===== config.mk =====
export PLATFORM = sky130hd
export DESIGN_NAME = mtkd_twist
export DESIGN_NICKNAME = d
export VERILOG_FILES = /design/src/hw/rtl/mtkd_pkg.sv /design/src/hw/rtl/mtkd_twist.sv
export SDC_FILE = /design/constraint.sdc
export NUM_CORES = 1
export LEC_CHECK = 0
export BUFFER_PORTS_ARGS = -buffer_cell sky130_fd_sc_hd__buf_2
export CORE_ASPECT_RATIO = 1.5
export CORE_MARGIN = 4
export CORE_UTILIZATION = 29
export DETAILED_ROUTE_END_ITERATION = 7
export PLACE_DENSITY = 0.89
export SLEW_MARGIN = 25
export SYNTH_ARGS = -nofsm -noshare
export SYNTH_HDL_FRONTEND = slang
export SYNTH_SLANG_ARGS = --single-unit

===== constraint.sdc =====
create_clock -name vclk -period 3.5
set_input_delay 0.175 -clock vclk [all_inputs]
set_output_delay 0.175 -clock vclk [all_outputs]
set_load 0.005 [all_outputs]

===== src/hw/rtl/mtkd_pkg.sv =====
`timescale 1ns / 1ps
package mtkd_pkg;

  // Twister geometry and constants
  localparam int unsigned TwisterWords = 624;
  localparam int unsigned TwShift      = 397;
  localparam logic [31:0] TwMatrix     = 32'h9908_B0DF;
  localparam logic [31:0] TwUpper      = 32'h8000_0000;
  localparam logic [31:0] TwLower      = 32'h7FFF_FFFF;
  localparam logic [31:0] SeedMult     = 32'd1812433253;
  localparam logic [31:0] SeedOffset   = 32'd6;

  // Tempering masks
  localparam logic [31:0] TemperB      = 32'h9D2C_5680;
  localparam logic [31:0] TemperC      = 32'hEFC6_0000;

  // Byte key schedule
  localparam logic [7:0]  KeyInit      = 8'hC5;
  localparam logic [7:0]  StepInit     = 8'h83;
  localparam logic [7:0]  StepAdd      = 8'h53;

  localparam int unsigned HdrSizeW     = 24;

  // Input beat action codes
  localparam logic ActStart = 1'b0;
  localparam logic ActData  = 1'b1;

  typedef enum logic [1:0] {
    ST_IDLE,
    ST_TWIST,
    ST_SEED
  } state_e;

  // Words fed to the twist unit
  typedef struct packed {
    logic [31:0] cur_word;
    logic [31:0] next_word;
    logic [31:0] far_word;
  } twist_in_t;

  // Results of the twist unit
  typedef struct packed {
    logic [31:0] new_word;
    logic [7:0]  key_byte;
  } twist_out_t;

endpackage


===== src/hw/rtl/mtkd_twist.sv =====
`timescale 1ns / 1ps
module mtkd_twist (
  input  mtkd_pkg::twist_in_t  twist_i,
  output mtkd_pkg::twist_out_t twist_o
);
  import mtkd_pkg::*;

  logic [31:0] y;
  logic [31:0] new_word;
  logic [31:0] t0;
  logic [31:0] t1;
  logic [31:0] t2;
  logic [31:0] t3;

  // Regenerate one word from its neighbor and the far tap
  always_comb begin
    y        = (twist_i.cur_word & TwUpper) | (twist_i.next_word & TwLower);
    new_word = twist_i.far_word ^ (y >> 1) ^ (y[0] ? TwMatrix : 32'd0);
  end

  // Temper the new word
  always_comb begin
    t0 = new_word ^ (new_word >> 11);
    t1 = t0 ^ ((t0 << 7) & TemperB);
    t2 = t1 ^ ((t1 << 15) & TemperC);
    t3 = t2 ^ (t2 >> 18);
  end

  assign twist_o.new_word = new_word;
  assign twist_o.key_byte = t3[7:0];

endmodule


== Word-level counts from Yosys, hierarchy flattened ==
Index checks and enable logic that the tools add are counted.

* Register bits: 0
* Input port bits: 96
* Output and inout bits: 40

* Bitwise logic cells: 7
* Muxes and demuxes: 1

{| class="wikitable"
|+ Operators with widths
! operator !! count
|-
| 32-bit two-way mux || 1
|-
| 32-bit by 31-bit bitwise OR with 32-bit output || 1
|-
| 32-bit by 31-bit XOR with 32-bit output || 1
|-
| 32-bit XOR || 1
|-
| 26-bit by 21-bit XOR with 26-bit output || 1
|-
| 26-bit by 25-bit XOR with 26-bit output || 1
|-
| 26-bit XOR || 1
|-
| 8-bit XOR || 1
|}

== Logic depth before layout (Yosys ltp) ==
Gate-level depths: netlist of run 1.

* Depth after elaboration: 7
* Depth in mapped cells: 5
* Gate-level depth less buffers: 4

== Worst setup path before layout of run 1 ==
Ideal clock, no wire load.

* Path kind: input to output
* Start point: input twist_i[32] in the netlist's numbering
* End point: output twist_o[7] in the netlist's numbering
* Arrival: 1.435 ns
* Cell stages on the path: 5
* Data required time: 3.325 ns
* Path slack: 1.890 ns
* Cells stage by stage: buf_6 xor3_2 xor2_2 xnor3_1 xnor2_1

{| class="wikitable"
|+ RTL lines
! what !! RTL line !! text
|-
| start, declared || mtkd_twist.sv:3 || <nowiki>input mtkd_pkg::twist_in_t twist_i,</nowiki>
|-
| end, declared || mtkd_twist.sv:4 || <nowiki>output mtkd_pkg::twist_out_t twist_o</nowiki>
|}

==> results_dict.tcl, run 1 <==
set metrics [dict create \
    status "completed" \
    finalSetupViolations 0 \
    overflow 0 \
    ys_seq_area_share_pct 0 \
    dieHeight_um 69 \
    tns_ns 0 \
    cp-start-kind "input pin" \
    critPathRequiredTime_ns 3.32 \
    p_leak_nw 0.692 \
    grt_pass1_vias 864 \
    drive_above_1_share_pct 60.9 \
    regArea_um2 0 \
    cp_max_fo 16 \
    placed_cell_area_um2 1250 \
    detail-route-antenna-nets 0 \
    dieArea_um2 3360 \
    fin_cells 197 \
    vias 840 \
    fillerInstances 233 \
    dp_cells 197 \
    die_x_um 48.7 \
    finalHoldViolCount 0 \
    grt_max_degree 17 \
    start_util_pct 31.1 \
    nets 272 \
    worst_pin_slew_ns 0.418 \
    syn_area_per_cell_um2 9.99 \
    gp_congestion 0.677 \
    final_common_cell "buf_2" \
    hold_buffers 0 \
    synth_cell_types 9 \
    drc 0 \
    synth_fp_nets 168 \
    rsz0062_at_grt "no" \
    num_rows 21 \
    ctsResizeCount 0 \
    cts_setup_buffers 0 \
    drt_pass1_iterations 2 \
    area_growth_pct 74.1 \
    drtIter0Drc 6 \
    port_buffers 104 \
    slew_violations 0 \
    core_um2 2310 \
    vdd_drop_max_uv 155 \
    wl_um 2120 \
    finalCritPeriodShare_pct 58.8 \
    arrival_ns 1.88 \
    hp-class "in2out" \
    wl_per_cell_um 10.7 \
    hold_ws_ns 0.598 \
    worstSetupEndpoint "twist_o[7]" \
    synth-warning-count 0 \
    syn_area_um2 719 \
    relSlewSlack_pct 72.2 \
    grt_antenna_before_repair 0 \
    grt_pass1_wl_um 3520 \
    final_cell_mix "buf_2 (104), xnor2_1 (39), xor2_1 (23), xnor3_1 (3), xor3_1 (2)" \
    fin_util_pct 54.2 \
    startpoint "twist_i[32]" \
    crit_type "in2out" \
    drv_cap 0 \
    place_hpwl_um 2020 \
    diodes 0 \
    fmax_mhz 486 \
    seq_cells 0 \
    power_density_nw_per_um2 291 \
    grtUsageTotal_pct 11.9 \
    viasPerCell 4.26 \
    clock_buffers 0 \
    fin_area_um2 1250 \
    endpoint_kind "primary output" \
    pin_count 136 \
    fin_crit_ns 2.06 \
    synthCells 72 \
]
## metal layers
metal	vias to the layer above	part of all wire, %	global-route usage, %
met3	0	15	3.66
li1	423	-	-
met4	0	0	0
met5	-	0	0
met2	68	56	26.0
met1	349	29	10.2
## per-stage QoR
step                      worst slack [ns]  total power, W
after floorplan                       1.89        0.000218
after global placement                1.38        0.000367
after detailed placement              1.39        0.000373
after CTS                             1.39        0.000373
after global routing                  1.32        0.000409
final                                 1.44        0.000365
## critical path: stages
cell and delay (ns):
buf_2 0.35, xor3_2 0.55, xor2_2 0.20, xnor3_1 0.35
xnor2_1 0.13, buf_2 0.13
## layout make-up
class | count | area [µm²] | area share [%]
multi-input cells | 69 | 699 | 55.8
well taps | 23 | 28.8 | 2.30
repair buffers | 104 | 520 | 41.6
inverters | 1 | 3.75 | 0.300
## worst min path at each step
stage	start	endpoint	depth (start not counted)
global route	twist_i[17]	twist_o[25]	3
CTS	twist_i[26]	twist_o[34]	3
finish	twist_i[26]	twist_o[34]	3
global placement	twist_i[26]	twist_o[34]	3
detailed placement	twist_i[26]	twist_o[34]	3
floorplan	twist_i[17]	twist_o[25]	1
## power by group
group	leakage (nW)	internal, W	switching (W)
clock network	0	0	0
logic	0.692	0.000213	0.000152
registers	0	0	0
total	0.692	0.000213	0.000152
## synthesized netlist by cell type
library cell / n / area, µm²
xor2_1: 23 / 201
xnor2_1: 39 / 342
inv_1: 1 / 3.75
xnor3_1: 3 / 67.6
xor3_1: 2 / 47.6
xor2_2: 1 / 16.3
buf_6: 1 / 11.3
buf_2: 1 / 5.00
xor3_2: 1 / 25.0
## cell families (layout without fill, tap and decap cells)
group	Yosys count	count (layout)	synth area share [%]
xor gates and xnor gates	69	69	97.2
buffers and inverters	3	105	2.78
Note: power is estimated with default switching activity, not from simulation.
==> run 2: changes to the inputs <==
- CORE_UTILIZATION: 29 -> 27
- PLACE_DENSITY: 0.89 -> 0.84
- clock period: 3.5 -> 2 ns (I/O delays scaled with it)
==> results_dict.tcl, run 2 (synthesis results as in run 1) <==
set metrics [dict create \
    seq_cells 0 \
    cts_setup_buffers 0 \
    vdd_drop_max_uv 310 \
    final_common_cell "buf_2" \
    status "completed" \
    drv_cap 0 \
    crit_family "XOR/XNOR gates" \
    fin_cells 211 \
    gp_congestion 0.655 \
    dieArea_um2 3570 \
    core_um2 2500 \
    ctsResizeCount 0 \
    slowest_stage "xor3_2" \
    fin_crit_ns 1.78 \
    wl_um 2200 \
    viasPerCell 3.99 \
    area_growth_pct 77.4 \
    crit_buf_inv 2 \
    crit_chain "buf_2, xor3_2, xor2_2, xnor3_1, xnor2_1, buf_2" \
    crit_type "in2out" \
    die_x_um 50.1 \
    dp_cells 211 \
    num_rows 22 \
    detail-route-antenna-nets 0 \
    critPathMaxStageDelay_ns 0.51 \
    cp-start-kind "input pin" \
    fin_util_pct 50.9 \
    p_leak_nw 0.697 \
    hp-class "in2out" \
    diodes 0 \
    hp-start "twist_i[17]" \
    fmax_mhz 563 \
    place_hpwl_um 2100 \
    tns_ns 0 \
    critPathRequiredTime_ns 1.90 \
    drive_above_1_share_pct 61.1 \
    start_util_pct 28.7 \
    port_buffers 104 \
    vias 842 \
    grt_pass1_vias 890 \
    rsz0062_at_grt "no" \
    drt_pass1_iterations 2 \
    finalPower_w 0.000651 \
    cp_max_fo 8 \
    relSlewSlack_pct 79.0 \
    grt_pass1_wl_um 3400 \
    regArea_um2 0 \
    drc 0 \
    endpoint_kind "primary output" \
    clock_buffers 0 \
    dieHeight_um 71.2 \
    wl_per_cell_um 10.4 \
    final_cell_mix "buf_2 (104), xnor2_1 (39), xor2_1 (23), xnor3_1 (3), xor3_1 (2)" \
    nets 273 \
    min_path_cells 3 \
    holdPathEnd "twist_o[25]" \
    overflow 0 \
    grtUsageTotal_pct 11.4 \
    slew_violations 0 \
    grt_max_degree 10 \
    hold_buffers 0 \
    arrival_ns 1.68 \
    power_density_nw_per_um2 510 \
    finalSetupViolations 0 \
    finalCritPeriodShare_pct 88.8 \
    finalHoldViolCount 0 \
    crit_top_cell "buf_2" \
    grt_antenna_before_repair 0 \
    worst_pin_slew_ns 0.313 \
    pin_count 136 \
    fillerInstances 269 \
    drtIter0Drc 1 \
]
-- run 2: area by class of cell --
cell class                 instances  area [µm²]  area share [%]
inverter                           1        3.75           0.294
multi-input combinational         69         699            54.8
tap                               36        45.0            3.53
timing repair buffer             105         528            41.4
-- run 2: layer usage --
metal / global-route usage [%] / vias to the layer above / wire length [µm]
li1: - / 426 / -
met5: 0 / - / 0
met2: 24.7 / 68 / 1190
met1: 11.5 / 348 / 719
met4: 0 / 0 / 0
met3: 1.46 / 0 / 293
-- run 2: report_power, final --
| group | internal (W) | switching [W] |
|---|---|---|
| clock network | 0 | 0 |
| logic | 0.000375 | 0.000276 |
| registers | 0 | 0 |
| total | 0.000375 | 0.000276 |
-- run 2: through the flow --
step                hold WS [ns]  instance area [µm²]  setup WS [ns]
floorplan                  0.251                  719          0.540
global route               0.469                 1280          0.111
global placement           0.447                 1280          0.230
finish                     0.448                 1280          0.223
detailed placement         0.451                 1280          0.186
CTS                        0.451                 1280          0.173
-- run 2: how the worst max path moves through the flow --
stage / slack (ns) / end / depth (start not counted) / startpoint
finish: 0.22 / twist_o[7] / 6 / twist_i[32]
global route: 0.11 / twist_o[7] / 6 / twist_i[32]
CTS: 0.17 / twist_o[7] / 6 / twist_i[32]
detailed placement: 0.19 / twist_o[7] / 6 / twist_i[32]
global placement: 0.23 / twist_o[7] / 6 / twist_i[32]
floorplan: 0.54 / twist_o[7] / 5 / twist_i[32]
-- run 2: worst min-delay path, cell delays in order --
cell and delay [ns]:
buf_2 0.08, xor2_1 0.05, buf_2 0.12
==> run 3: changes to the inputs <==
==> constraint.sdc (replaced) <==
create_clock -name vclk -period 2
set_input_delay 0.1 -clock vclk [all_inputs]
set_output_delay 0.1 -clock vclk [all_outputs]
set_load 0.01 [all_outputs]
==> results_dict.tcl, run 3 (synthesis results as in run 1) <==
set metrics [dict create \
    status "completed" \
    fin_crit_ns 1.79 \
    hold_ws_ns 0.462 \
    grt_pass1_vias 870 \
    grt_max_degree 10 \
    switching_share_pct 47.5 \
    relSlewSlack_pct 79.5 \
    seqPwrFrac_pct 0 \
    dp_cells 211 \
    overflow 0 \
    combPwrFrac_pct 100.0 \
    finalSetupViolations 0 \
    grt_antenna_before_repair 0 \
    gp_congestion 0.642 \
    placed_cell_area_um2 1280 \
    vias 841 \
    dieHeight_um 71.2 \
    final_cell_mix "buf_2 (104), xnor2_1 (39), xor2_1 (23), xnor3_1 (3), xor3_1 (2)" \
    start_util_pct 28.7 \
    critPathRequiredTime_ns 1.90 \
    cts_setup_buffers 0 \
    finalHoldViolCount 0 \
    dieArea_um2 3570 \
    slowest_stage "xor3_2" \
    area_growth_pct 77.4 \
    finalCritPeriodShare_pct 89.6 \
    critPathMaxStageDelay_ns 0.51 \
    slew_violations 0 \
    wl_um 2130 \
    crit_type "in2out" \
    power_density_nw_per_um2 564 \
    arrival_ns 1.69 \
    final_common_cell "buf_2" \
    tns_ns 0 \
    fin_area_um2 1280 \
    num_rows 22 \
    vdd_drop_max_uv 356 \
    port_buffers 104 \
    drt_pass1_iterations 2 \
    p_leak_nw 0.697 \
    wl_per_cell_um 10.1 \
    die_x_um 50.1 \
    clock_buffers 0 \
    drv_cap 0 \
    diodes 0 \
    nets 273 \
    ctsResizeCount 0 \
    detail-route-antenna-nets 0 \
    viasPerCell 3.99 \
    p_int_w 0.000378 \
    pwr-share-clk_pct 0 \
    cp_max_fo 8 \
    grtUsageTotal_pct 11.5 \
    multi_input_area_um2 699 \
    hp-class "in2out" \
    regArea_um2 0 \
    place_hpwl_um 2060 \
    grt_pass1_wl_um 3430 \
    crit_top_cell "buf_2" \
    drtIter0Drc 5 \
    cp-start-kind "input pin" \
    seq_cells 0 \
    switching_power_w 0.000342 \
    hold_buffers 0 \
    fmax_mhz 558 \
    fin_cells 211 \
    pin_count 136 \
    worst_pin_slew_ns 0.305 \
    drc 0 \
    endpoint_kind "primary output" \
    crit_chain "buf_2, xor3_2, xor2_2, xnor3_1, xnor2_1, buf_2" \
    core_um2 2500 \
    rsz0062_at_grt "no" \
    drive_above_1_share_pct 61.1 \
    fillerInstances 245 \
]
## run 3: cell counts in the layout (fill, tap and decap cells not counted)
Identical to the previous run, type by type.
## run 3: critical path: cells and delay by family
| family | cells | cell delay (ns) |
|---|---|---|
| xor gates and xnor gates | 4 | 1.24 |
| buffers and inverters | 2 | 0.36 |
## run 3: cell type report
class                      count  area share [%]
inverter                       1           0.294
timing repair buffer         105            41.4
multi-input combinational     69            54.8
tap                           36            3.53
## run 3: path summary, 6_finish.rpt
check,startpoint,endpoint,slack (ns),cells after the start
worst max-delay path,twist_i[32],twist_o[7],0.21,6
worst min-delay path,twist_i[17],twist_o[25],0.46,3
## run 3: layer usage
metal  share of wire (%)  vias up  GRT usage (%)
met4                   0        0              0
met2                  56       68           24.4
met3                  14        0           2.70
li1                    -      427              -
met5                   0        -              0
met1                  30      346           11.4
## run 3: stage by stage
stage / utilization (%) / setup WS, ns / total power, W
final: 50.9 / 0.208 / 0.000720
after global routing: 50.9 / 0.0781 / 0.000793
after CTS: 50.9 / 0.150 / 0.000736
after detailed placement: 50.9 / 0.155 / 0.000733
after global placement: 50.9 / 0.209 / 0.000723
after floorplan: - / 0.442 / 0.000455
## run 3: power groups by stage
stage | combinational, W | clock, W | sequential [W]
floorplan | 0.000455 | 0 | 0
global placement | 0.000723 | 0 | 0
detailed placement | 0.000733 | 0 | 0
CTS | 0.000736 | 0 | 0
global route | 0.000793 | 0 | 0
finish | 0.000720 | 0 | 0
